===== src/hw/rtl/lobm_pkg.sv =====
// ----------------------------------------------------------------------------
// lobm_pkg: shared types and codes of the order book matcher
// Command codes, result kinds, datapath operations and the control and
// status groups between the controller and the datapath.
// ----------------------------------------------------------------------------
`default_nettype none

package lobm_pkg;

  localparam int PRICE_W = 31;
  localparam int QTY_W   = 31;
  localparam int ID_W    = 32;
  localparam int SUM_W   = 36;

  typedef enum logic [1:0] {
    FUNC_NEW    = 2'd0,
    FUNC_MODIFY = 2'd1,
    FUNC_CANCEL = 2'd2,
    FUNC_PRINT  = 2'd3
  } func_t;

  typedef enum logic [2:0] {
    KIND_TRADE    = 3'd0,
    KIND_SELL_HDR = 3'd1,
    KIND_BUY_HDR  = 3'd2,
    KIND_LEVEL    = 3'd3,
    KIND_REJECT   = 3'd4
  } kind_t;

  typedef enum logic [3:0] {
    OP_NONE,
    OP_LATCH,
    OP_FIND,
    OP_CANCEL,
    OP_MODW,
    OP_CROSS,
    OP_FILL,
    OP_REST,
    OP_HDR,
    OP_LIST,
    OP_LEVEL,
    OP_FLUSH
  } op_t;

  typedef struct packed {
    op_t op;
  } cmd_t;

  typedef struct packed {
    func_t func;
    logic  args_ok;
    logic  id_found;
    logic  scan_last;
    logic  best_found;
    logic  rem_zero;
    logic  can_emit;
    logic  flush_ok;
    logic  top_found;
    logic  list_buy;
  } status_t;

  typedef struct packed {
    kind_t              kind;
    logic [ID_W-1:0]    first_id;
    logic [PRICE_W-1:0] first_price;
    logic [ID_W-1:0]    second_id;
    logic [PRICE_W-1:0] second_price;
    logic [SUM_W-1:0]   qty;
  } result_t;

endpackage

`default_nettype wire


===== src/hw/rtl/lobm_ctrl.sv =====
// ----------------------------------------------------------------------------
// lobm_ctrl: command sequencer
// Steps each command through id lookup, matching scans, fills, resting and
// book listing, issuing at most one datapath operation per cycle.
// ----------------------------------------------------------------------------
`default_nettype none

module lobm_ctrl (
  input  wire              clk,
  input  wire              rst,
  input  wire              in_valid,
  output logic             in_stall,
  input  lobm_pkg::status_t status,
  output lobm_pkg::cmd_t   cmd
);

  typedef enum logic [3:0] {
    S_IDLE, S_FIND, S_DISP, S_MODW, S_CROSS, S_FILL,
    S_REST, S_HDR, S_LIST, S_LEVEL, S_DONE
  } state_t;

  state_t state;
  state_t state_next;

  assign in_stall = (state != S_IDLE);

  always_comb begin
    state_next = state;
    cmd.op     = lobm_pkg::OP_NONE;
    case (state)
      S_IDLE: begin
        if (in_valid) begin
          cmd.op     = lobm_pkg::OP_LATCH;
          state_next = S_FIND;
        end
      end
      S_FIND: begin
        cmd.op = lobm_pkg::OP_FIND;
        if (status.scan_last) state_next = S_DISP;
      end
      S_DISP: begin
        case (status.func)
          lobm_pkg::FUNC_NEW:
            state_next = (status.args_ok && !status.id_found) ? S_CROSS : S_DONE;
          lobm_pkg::FUNC_MODIFY:
            state_next = (status.args_ok && status.id_found) ? S_MODW : S_DONE;
          lobm_pkg::FUNC_CANCEL: begin
            cmd.op     = lobm_pkg::OP_CANCEL;
            state_next = S_DONE;
          end
          default: state_next = S_HDR;
        endcase
      end
      S_MODW: begin
        cmd.op     = lobm_pkg::OP_MODW;
        state_next = S_CROSS;
      end
      S_CROSS: begin
        if (status.rem_zero) begin
          state_next = S_REST;
        end else begin
          cmd.op = lobm_pkg::OP_CROSS;
          if (status.scan_last) state_next = S_FILL;
        end
      end
      S_FILL: begin
        if (!status.best_found) begin
          state_next = S_REST;
        end else if (status.can_emit) begin
          cmd.op     = lobm_pkg::OP_FILL;
          state_next = S_CROSS;
        end
      end
      S_REST: begin
        if (status.can_emit) begin
          cmd.op     = lobm_pkg::OP_REST;
          state_next = S_DONE;
        end
      end
      S_HDR: begin
        if (status.can_emit) begin
          cmd.op     = lobm_pkg::OP_HDR;
          state_next = S_LIST;
        end
      end
      S_LIST: begin
        cmd.op = lobm_pkg::OP_LIST;
        if (status.scan_last) state_next = S_LEVEL;
      end
      S_LEVEL: begin
        if (status.can_emit) begin
          cmd.op = lobm_pkg::OP_LEVEL;
          if (status.top_found || !status.list_buy) state_next = S_LIST;
          else state_next = S_DONE;
        end
      end
      S_DONE: begin
        if (status.flush_ok) begin
          cmd.op     = lobm_pkg::OP_FLUSH;
          state_next = S_IDLE;
        end
      end
      default: state_next = S_IDLE;
    endcase
  end

  always_ff @(posedge clk) begin
    if (rst) begin
      state <= S_IDLE;
    end else begin
      state <= state_next;
    end
  end

endmodule

`default_nettype wire


===== src/hw/rtl/lobm_dp.sv =====
// ----------------------------------------------------------------------------
// lobm_dp: book storage and scan datapath
// Holds the resting orders, scans them one slot per cycle for id lookup,
// best opposite order and price levels, and buffers results for output.
// ----------------------------------------------------------------------------
`default_nettype none

module lobm_dp #(
  parameter int BOOK_DEPTH = 32,
  parameter int SEQ_WIDTH  = 32
) (
  input  wire                              clk,
  input  wire                              rst,
  input  lobm_pkg::cmd_t                   cmd,
  output lobm_pkg::status_t                status,
  input  wire [1:0]                        func,
  input  wire                              is_buy,
  input  wire                              is_gfd,
  input  wire [lobm_pkg::PRICE_W-1:0]      price,
  input  wire [lobm_pkg::QTY_W-1:0]        quantity,
  input  wire [lobm_pkg::ID_W-1:0]         order_id,
  output logic                             out_valid,
  input  wire                              out_stall,
  output lobm_pkg::result_t                out_res,
  output logic                             out_last
);

  localparam int IW = $clog2(BOOK_DEPTH);
  localparam int PW = lobm_pkg::PRICE_W;
  localparam int QW = lobm_pkg::QTY_W;
  localparam int DW = lobm_pkg::ID_W;
  localparam int SW = lobm_pkg::SUM_W;

  logic          e_valid [BOOK_DEPTH];
  logic          e_buy   [BOOK_DEPTH];
  logic [PW-1:0] e_price [BOOK_DEPTH];
  logic [QW-1:0] e_qty   [BOOK_DEPTH];
  logic [DW-1:0] e_id    [BOOK_DEPTH];
  logic [SEQ_WIDTH-1:0] e_seq [BOOK_DEPTH];
  logic [SEQ_WIDTH-1:0] arrival;

  lobm_pkg::func_t c_func;
  logic          c_buy;
  logic          c_gfd;
  logic [PW-1:0] c_price;
  logic [DW-1:0] c_id;
  logic [QW-1:0] rem;

  logic [IW-1:0] idx;
  logic          id_found;
  logic [IW-1:0] id_slot;
  logic          free_found;
  logic [IW-1:0] free_slot;
  logic          best_found;
  logic [IW-1:0] best_slot;
  logic [PW-1:0] best_price;
  logic [SEQ_WIDTH-1:0] best_age;
  logic [DW-1:0] best_id;
  logic [QW-1:0] best_qty;

  logic          list_buy;
  logic          bounded;
  logic [PW-1:0] bound;
  logic          top_found;
  logic [PW-1:0] top;
  logic [SW-1:0] sum;

  logic              pend_valid;
  lobm_pkg::result_t pend;

  logic          scan_last;
  logic          first;
  logic          r_valid;
  logic          r_buy;
  logic [PW-1:0] r_price;
  logic [QW-1:0] r_qty;
  logic [DW-1:0] r_id;
  logic [SEQ_WIDTH-1:0] r_age;
  logic          cand;
  logic          better;
  logic          elig;
  logic [QW-1:0] fill_q;
  logic          out_free;
  logic          can_emit;
  logic          need_reject;
  logic          push_new;
  logic          load_out;
  lobm_pkg::result_t new_res;

  assign scan_last = (idx == IW'(BOOK_DEPTH - 1));
  assign first     = (idx == '0);
  assign r_valid   = e_valid[idx];
  assign r_buy     = e_buy[idx];
  assign r_price   = e_price[idx];
  assign r_qty     = e_qty[idx];
  assign r_id      = e_id[idx];
  assign r_age     = arrival - e_seq[idx];

  // A resting order crosses when it is on the other side and its price is
  // no worse than the incoming limit.
  assign cand = r_valid && (r_buy != c_buy) &&
                (c_buy ? (r_price <= c_price) : (r_price >= c_price));
  assign better = first || !best_found ||
                  (c_buy ? (r_price < best_price) : (r_price > best_price)) ||
                  ((r_price == best_price) && (r_age > best_age));
  assign elig = r_valid && (r_buy == list_buy) && (!bounded || (r_price < bound));

  assign fill_q   = (best_qty < rem) ? best_qty : rem;
  assign out_free = !out_valid || !out_stall;
  assign can_emit = !pend_valid || out_free;
  assign need_reject = (c_func == lobm_pkg::FUNC_NEW) && (rem != '0) && c_gfd &&
                       !free_found;
  assign load_out = pend_valid &&
                    (push_new || (cmd.op == lobm_pkg::OP_FLUSH));

  always_comb begin
    new_res  = '0;
    push_new = 1'b0;
    case (cmd.op)
      lobm_pkg::OP_FILL: begin
        push_new             = 1'b1;
        new_res.kind         = lobm_pkg::KIND_TRADE;
        new_res.first_id     = best_id;
        new_res.first_price  = best_price;
        new_res.second_id    = c_id;
        new_res.second_price = c_price;
        new_res.qty          = SW'(fill_q);
      end
      lobm_pkg::OP_REST: begin
        push_new            = need_reject;
        new_res.kind        = lobm_pkg::KIND_REJECT;
        new_res.first_id    = c_id;
        new_res.first_price = c_price;
        new_res.qty         = SW'(rem);
      end
      lobm_pkg::OP_HDR: begin
        push_new     = 1'b1;
        new_res.kind = lobm_pkg::KIND_SELL_HDR;
      end
      lobm_pkg::OP_LEVEL: begin
        if (top_found) begin
          push_new            = 1'b1;
          new_res.kind        = lobm_pkg::KIND_LEVEL;
          new_res.first_price = top;
          new_res.qty         = sum;
        end else if (!list_buy) begin
          push_new     = 1'b1;
          new_res.kind = lobm_pkg::KIND_BUY_HDR;
        end
      end
      default: push_new = 1'b0;
    endcase
  end

  always_ff @(posedge clk) begin
    if (rst) begin
      for (int i = 0; i < BOOK_DEPTH; i++) e_valid[i] <= 1'b0;
      arrival    <= '0;
      idx        <= '0;
      out_valid  <= 1'b0;
      pend_valid <= 1'b0;
    end else begin
      // One result is held back so the final one of a command can be
      // marked last once the command is known to be complete.
      if (load_out) begin
        out_res   <= pend;
        out_last  <= (cmd.op == lobm_pkg::OP_FLUSH);
        out_valid <= 1'b1;
      end else if (out_valid && !out_stall) begin
        out_valid <= 1'b0;
      end

      if (push_new) begin
        pend       <= new_res;
        pend_valid <= 1'b1;
      end

      if (cmd.op == lobm_pkg::OP_FIND || cmd.op == lobm_pkg::OP_CROSS ||
          cmd.op == lobm_pkg::OP_LIST) begin
        idx <= scan_last ? '0 : idx + 1'b1;
      end

      case (cmd.op)
        lobm_pkg::OP_LATCH: begin
          c_func  <= lobm_pkg::func_t'(func);
          c_buy   <= is_buy;
          c_gfd   <= is_gfd;
          c_price <= price;
          c_id    <= order_id;
          rem     <= quantity;
        end
        lobm_pkg::OP_FIND: begin
          if (first || !id_found) begin
            id_found <= r_valid && (r_id == c_id);
            id_slot  <= idx;
          end
        end
        lobm_pkg::OP_CANCEL: begin
          if (id_found) e_valid[id_slot] <= 1'b0;
        end
        lobm_pkg::OP_MODW: begin
          e_buy[id_slot]   <= c_buy;
          e_price[id_slot] <= c_price;
          e_seq[id_slot]   <= arrival;
        end
        lobm_pkg::OP_CROSS: begin
          if (cand && better) begin
            best_found <= 1'b1;
            best_slot  <= idx;
            best_price <= r_price;
            best_age   <= r_age;
            best_id    <= r_id;
            best_qty   <= r_qty;
          end else if (first) begin
            best_found <= 1'b0;
          end
          if (first || !free_found) begin
            free_found <= !r_valid;
            free_slot  <= idx;
          end
        end
        lobm_pkg::OP_FILL: begin
          e_qty[best_slot] <= best_qty - fill_q;
          if (best_qty == fill_q) e_valid[best_slot] <= 1'b0;
          rem <= rem - fill_q;
        end
        lobm_pkg::OP_REST: begin
          if (c_func == lobm_pkg::FUNC_MODIFY) begin
            e_qty[id_slot]   <= rem;
            e_valid[id_slot] <= (rem != '0);
          end else if ((rem != '0) && c_gfd && free_found) begin
            e_valid[free_slot] <= 1'b1;
            e_buy[free_slot]   <= c_buy;
            e_price[free_slot] <= c_price;
            e_qty[free_slot]   <= rem;
            e_id[free_slot]    <= c_id;
            e_seq[free_slot]   <= arrival;
          end
        end
        lobm_pkg::OP_HDR: begin
          list_buy <= 1'b0;
          bounded  <= 1'b0;
        end
        lobm_pkg::OP_LIST: begin
          if (elig && (first || !top_found || (r_price > top))) begin
            top_found <= 1'b1;
            top       <= r_price;
            sum       <= SW'(r_qty);
          end else if (elig && (r_price == top)) begin
            sum <= sum + SW'(r_qty);
          end else if (first) begin
            top_found <= 1'b0;
          end
        end
        lobm_pkg::OP_LEVEL: begin
          if (top_found) begin
            bound   <= top;
            bounded <= 1'b1;
          end else if (!list_buy) begin
            list_buy <= 1'b1;
            bounded  <= 1'b0;
          end
        end
        lobm_pkg::OP_FLUSH: begin
          if (pend_valid) pend_valid <= 1'b0;
          arrival <= arrival + 1'b1;
        end
        default: ;
      endcase
    end
  end

  assign status.func       = c_func;
  assign status.args_ok    = (c_price != '0) && (rem != '0);
  assign status.id_found   = id_found;
  assign status.scan_last  = scan_last;
  assign status.best_found = best_found;
  assign status.rem_zero   = (rem == '0);
  assign status.can_emit   = can_emit;
  assign status.flush_ok   = can_emit;
  assign status.top_found  = top_found;
  assign status.list_buy   = list_buy;

`ifndef SYNTHESIS
  a_fill_has_best: assert property (@(posedge clk) disable iff (rst)
    (cmd.op == lobm_pkg::OP_FILL) |-> (best_found && (rem != '0)))
    else $error("fill issued without a crossing order");
  a_emit_has_room: assert property (@(posedge clk) disable iff (rst)
    push_new |-> can_emit)
    else $error("result produced with no room to hold it");
  a_flush_empties: assert property (@(posedge clk) disable iff (rst)
    (cmd.op == lobm_pkg::OP_FLUSH) |=> !pend_valid)
    else $error("held result survived the end of a command");
  a_scan_wraps: assert property (@(posedge clk) disable iff (rst)
    ((cmd.op == lobm_pkg::OP_FIND) && scan_last) |=> (idx == '0))
    else $error("scan index did not return to the first slot");
`endif

endmodule

`default_nettype wire


===== src/hw/rtl/limit_order_book_matcher_core.sv =====
// ----------------------------------------------------------------------------
// limit_order_book_matcher_core: price-time priority order book matcher
// Matches numeric-id limit orders against a bounded book and lists levels.
// ----------------------------------------------------------------------------
// Every command first looks up its id in a scan over all BOOK_DEPTH slots.
// New and modify run matching passes; each scans the book for the best
// crossing order and fills it, until the order is filled or none crosses.
// Print lists each side by repeated scans, each finding the next lower level.
// One command is in work at a time; results leave through an output register.
// Reset clears the valid bits and arrival counter.
`default_nettype none

module limit_order_book_matcher_core #(
  parameter int BOOK_DEPTH = 32,
  parameter int SEQ_WIDTH  = 32
) (
  input  wire         clk,
  input  wire         rst,
  input  wire         in_valid,
  output logic        in_stall,
  input  wire  [1:0]  func,
  input  wire         is_buy,
  input  wire         is_gfd,
  input  wire  [30:0] price,
  input  wire  [30:0] quantity,
  input  wire  [31:0] order_id,
  output logic        out_valid,
  input  wire         out_stall,
  output logic [2:0]  kind,
  output logic [31:0] first_id,
  output logic [30:0] first_price,
  output logic [31:0] second_id,
  output logic [30:0] second_price,
  output logic [35:0] fill_or_level_qty,
  output logic        last
);

  lobm_pkg::cmd_t    cmd;
  lobm_pkg::status_t status;
  lobm_pkg::result_t res;

  lobm_ctrl u_ctrl (
    .clk      (clk),
    .rst      (rst),
    .in_valid (in_valid),
    .in_stall (in_stall),
    .status   (status),
    .cmd      (cmd)
  );

  lobm_dp #(
    .BOOK_DEPTH (BOOK_DEPTH),
    .SEQ_WIDTH  (SEQ_WIDTH)
  ) u_dp (
    .clk       (clk),
    .rst       (rst),
    .cmd       (cmd),
    .status    (status),
    .func      (func),
    .is_buy    (is_buy),
    .is_gfd    (is_gfd),
    .price     (price),
    .quantity  (quantity),
    .order_id  (order_id),
    .out_valid (out_valid),
    .out_stall (out_stall),
    .out_res   (res),
    .out_last  (last)
  );

  assign kind              = res.kind;
  assign first_id          = res.first_id;
  assign first_price       = res.first_price;
  assign second_id         = res.second_id;
  assign second_price      = res.second_price;
  assign fill_or_level_qty = res.qty;

endmodule

`default_nettype wire


===== config.mk =====
export PLATFORM = sky130hd
export DESIGN_NAME = limit_order_book_matcher_core
export DESIGN_NICKNAME = d
export VERILOG_FILES = /design/src/hw/rtl/lobm_pkg.sv /design/src/hw/rtl/lobm_ctrl.sv /design/src/hw/rtl/lobm_dp.sv /design/src/hw/rtl/limit_order_book_matcher_core.sv
export SDC_FILE = /design/constraint.sdc
export NUM_CORES = 2
export LEC_CHECK = 0
export ABC_AREA = 0
export BUFFER_PORTS_ARGS = -buffer_cell sky130_fd_sc_hd__buf_2
export CAP_MARGIN = 40
export CORE_UTILIZATION = 55
export CTS_BUF_LIST = sky130_fd_sc_hd__clkbuf_2
export CTS_CLUSTER_DIAMETER = 100
export DETAILED_ROUTE_END_ITERATION = 12
export MAX_ROUTING_LAYER = met4
export PLACE_DENSITY = 0.72
export RECOVER_POWER = 25
export REMOVE_ABC_BUFFERS = 1
export SLEW_MARGIN = 20
export SYNTH_ARGS = -nofsm -noshare
export SYNTH_HDL_FRONTEND = slang
export SYNTH_SLANG_ARGS = --single-unit

===== constraint.sdc =====
create_clock -name clk -period 28 [get_ports clk]
set_input_delay 2.8 -clock clk [delete_from_list [all_inputs] [get_ports clk]]
set_output_delay 2.8 -clock clk [all_outputs]
set_load 0.02 [all_outputs]

==> results.ini <==
[clock_tree]
cts_buffers = 1240
cts_resized = 0
clk_path_buf_depth = 5
cts_hold_buf = 0
cts_tree = built
root_buffer = clkbuf_2
ctsHtreeMaxLevel = 7
post_cts_buffers = 0
path_clk_slew_ps = 110
clock_insertion_delay_worst_skew_ps = 2380
clkSinkCount = 4818

[placed_design]
dpl_cell_area_um2 = 204000
port_buffers = 269
place_congestion = 0.918
dp_hpwl_mm = 277

[synthesis]
avgSynthCellArea_um2 = 20.8
synth_top_area_share_pct = 74.0
ys_seq_elements = 4818
synth_top_flop_cell = edfxtp_1
yosysTopAreaCell = edfxtp_1
synth_area_leaders = edfxtp_1, mux4_2, ha_1
ys_types = 79
synth-edff-count = 4770
seq_area_frac_synth_pct = 74.5
synthXorXnorAreaFrac_pct = 0.738
synth_compound_gate_area_share_pct = 2.71
syn_area_um2 = 193000
synthSimpleGateAreaFrac_pct = 2.63
synthAdderAreaFrac_pct = 2.08
synth_top_family_by_area = multiplexers
synth.area.mux_share_pct = 15.9
synthArstFlopShare_pct = 0
yosysWarnings = 0
synthCells = 9302

[global_routing]
antenna_found_initial = 23
grt_pass1_wl_mm = 720
track_usage_pct = 29.5
grt_pass1_vias = 104714
overflow = 0
grt_max_degree = 144

[power_and_ir_drop]
ir_worst_vdd_v = 0.0000474
p_leak_nw = 72.6
pwr-share-clk_pct = 28.0
power_density_nw_per_um2 = 75.1
p_switching_mw = 4.57
p_int_mw = 11.5
combPwrFrac_pct = 19.5
seq_power_share_pct = 52.5
total_power_mw = 16.1
switching_share_pct = 28.4

[worst_setup_path]
reg2reg_depth = 31
worstSetupEndpointType = flop
slowest_delay_ps = 580
timing.reg2reg.setup_slack_ps = 18070
crit_fanout = 105
cp_slowest_cell = dfxtp_4
crit_path_start_kind = flop
rr_endpoint = u_dp.best_qty[11]
worstSetupPathType = reg2reg
cpMostUsedCell = buf_16
cp.required_ps = 29780
cp.arrival_ps = 11710

[cells_and_area]
final_cell_area_um2 = 214000
syn_to_final_growth_pct = 10.6
final_nets = 11268
drive_gt1_share_pct = 33.7

[timing]
rsz0062_at_grt = false
hold_viol_final = 0
tns_ps = 0
min_period_over_period_pct = 35.5
timing.slew.headroom_pct = -29.1
fmax_mhz = 101
worst_pin_slew_ps = 1940
hold_slack_ps = 333
setup_viol = 0
period_needed_ps = 9930
maxSlewViolCount = 1085
skew_ps = 256

[floorplan]
die_w_um = 595
coreArea_um2 = 350000
rows = 217
die_height_um = 595
die-area_um2 = 354000
start_util_pct = 55.3
top_level_ports = 270

[worst_hold_path]
hp-class = reg2reg
hp-start = u_dp.pend[103]
whs_path_depth = 0
min_to = u_dp.out_res[103]

[detailed_routing]
drc = 0
avgViaCountPerCell = 6.38
num_vias = 103755
detail_route.iter0.violations = 12696
wl_mm = 504
dr.pass1.iters = 6
wl_per_cell_um = 31.0
drtAntennaViolNets = 0

[outcome]
violations = capacitance limit, slew limit
outcome = finished with violations

[flow_run]
max-cap-violations = 30

power groups by stage:
stage	Sequential, mW	Clock [mW]	Combinational [mW]
2_1_floorplan	8.98	0	4.15
3_3_place_gp	8.64	0	2.90
3_5_place_dp	8.60	0	3.11
4_1_cts	8.43	4.60	3.12
5_1_grt	8.44	4.94	3.37
6_report	8.43	4.50	3.14
cells in the final DEF (no fill, tap or decap), drive strengths merged, types with 62 or more instances in the layout:
cell type | netlist | final
ha | 315 | 315
edfxtp | 4770 | 4770
xor2 | 88 | 88
clkinv | 0 | 268
mux4 | 1259 | 1259
a21oi | 176 | 176
mux2i | 88 | 88
nand3 | 74 | 74
nand2 | 276 | 276
xnor2 | 75 | 75
o21ai | 209 | 209
nor2b | 62 | 62
inv | 239 | 266
buf | 182 | 605
nor2 | 377 | 377
clkbuf | 215 | 1791
mux2 | 127 | 127
a21o | 106 | 106
kinds of logic (layout without fill, tap and decap cells):
logic type                 Yosys count  count (layout)
xor gates and xnor gates           163             163
buffers and inverters              636            2949
other                                0              41
muxes                             1474            1474
DFF                               4818            4818
adders and majority gates          319             319
and+or+nand+nor                   1087            1087
AOI/OAI and AO/OA                  805             805
cells in the mapped netlist (all sizes together), types with 34 or more instances:
cell type / number
edfxtp: 4770
o221ai: 34
mux2: 127
buf: 182
nor2b: 62
mux4: 1259
xor2: 88
nand4: 57
nand3: 74
ha: 315
xnor2: 75
clkbuf: 215
dfxtp: 48
nor2: 377
o21ai: 209
a211oi: 35
a21o: 106
nand2: 276
inv: 239
nor3: 55
a21oi: 176
and2: 34
mux2i: 88
critical path, delay by kind of cell, from the launching register on:
family,cells,cell delay (ps)
flip-flops,1,580
adder cells (fa/ha/maj),2,670
XOR/XNOR,1,170
multiplexers,3,1300
buffers and inverters,8,2670
AND/OR/NAND/NOR,4,720
AO/OA/AOI/OAI,13,2930
cell type report:
| type | instances | area [um^2] |
|---|---|---|
| repair buffers | 700 | 5510 |
| multi-input cells | 3848 | 47400 |
| clock buffers | 1696 | 8490 |
| flip-flops and latches | 4818 | 144000 |
| clock inverters | 314 | 1640 |
| inverters | 239 | 902 |
| well taps | 4599 | 5750 |
| fillers | 24660 | 136000 |
| diodes | 41 | 103 |
worst max path at each step:
stage                     slack (ps)  start  cells after the start                end
after global routing           17630   flop                     31  u_dp.best_qty[17]
final                          18070   flop                     31  u_dp.best_qty[11]
after global placement         17220   flop                     27   u_dp.best_id[19]
after floorplan               -29710   flop                     16   u_dp.best_age[0]
after CTS                      18180   flop                     31    u_dp.best_id[1]
after detailed placement       18370   flop                     32    u_dp.best_id[8]
metal layers:
metal  global-route usage (%)  up-vias  routed length (um)
met5                        -        -                   0
met2                     45.8     6305              247000
met3                     6.13     1015               48700
met4                     11.9        0               16900
met1                     38.6    53993              191000
li1                         -    42442                   -
registers in the layout, summed over array words and instances (netlist names), 31 cells and up, named ones only:
name and flops:
u_dp.arrival 32, u_dp.best_age 32, u_dp.best_id 32, u_dp.best_price 31, u_dp.best_qty 31, u_dp.bound 31
u_dp.c_id 32, u_dp.c_price 31, u_dp.e_buy 32, u_dp.e_id 1024, u_dp.e_price 992, u_dp.e_qty 992
u_dp.e_seq 1024, u_dp.e_valid 32, u_dp.out_res 165, u_dp.pend 165, u_dp.rem 31, u_dp.sum 36
u_dp.top 31
metrics by stage:
stage               cells  worst slack, ps  util (%)
finish              16255            18070      61.2
global route        16245            17630      61.2
CTS                 16189            18180      61.2
detailed placement  14179            18370      58.3
global placement    14065            17220      57.7
floorplan            8905           -29710         -
No activity file was read; power rests on OpenSTA's default activity.
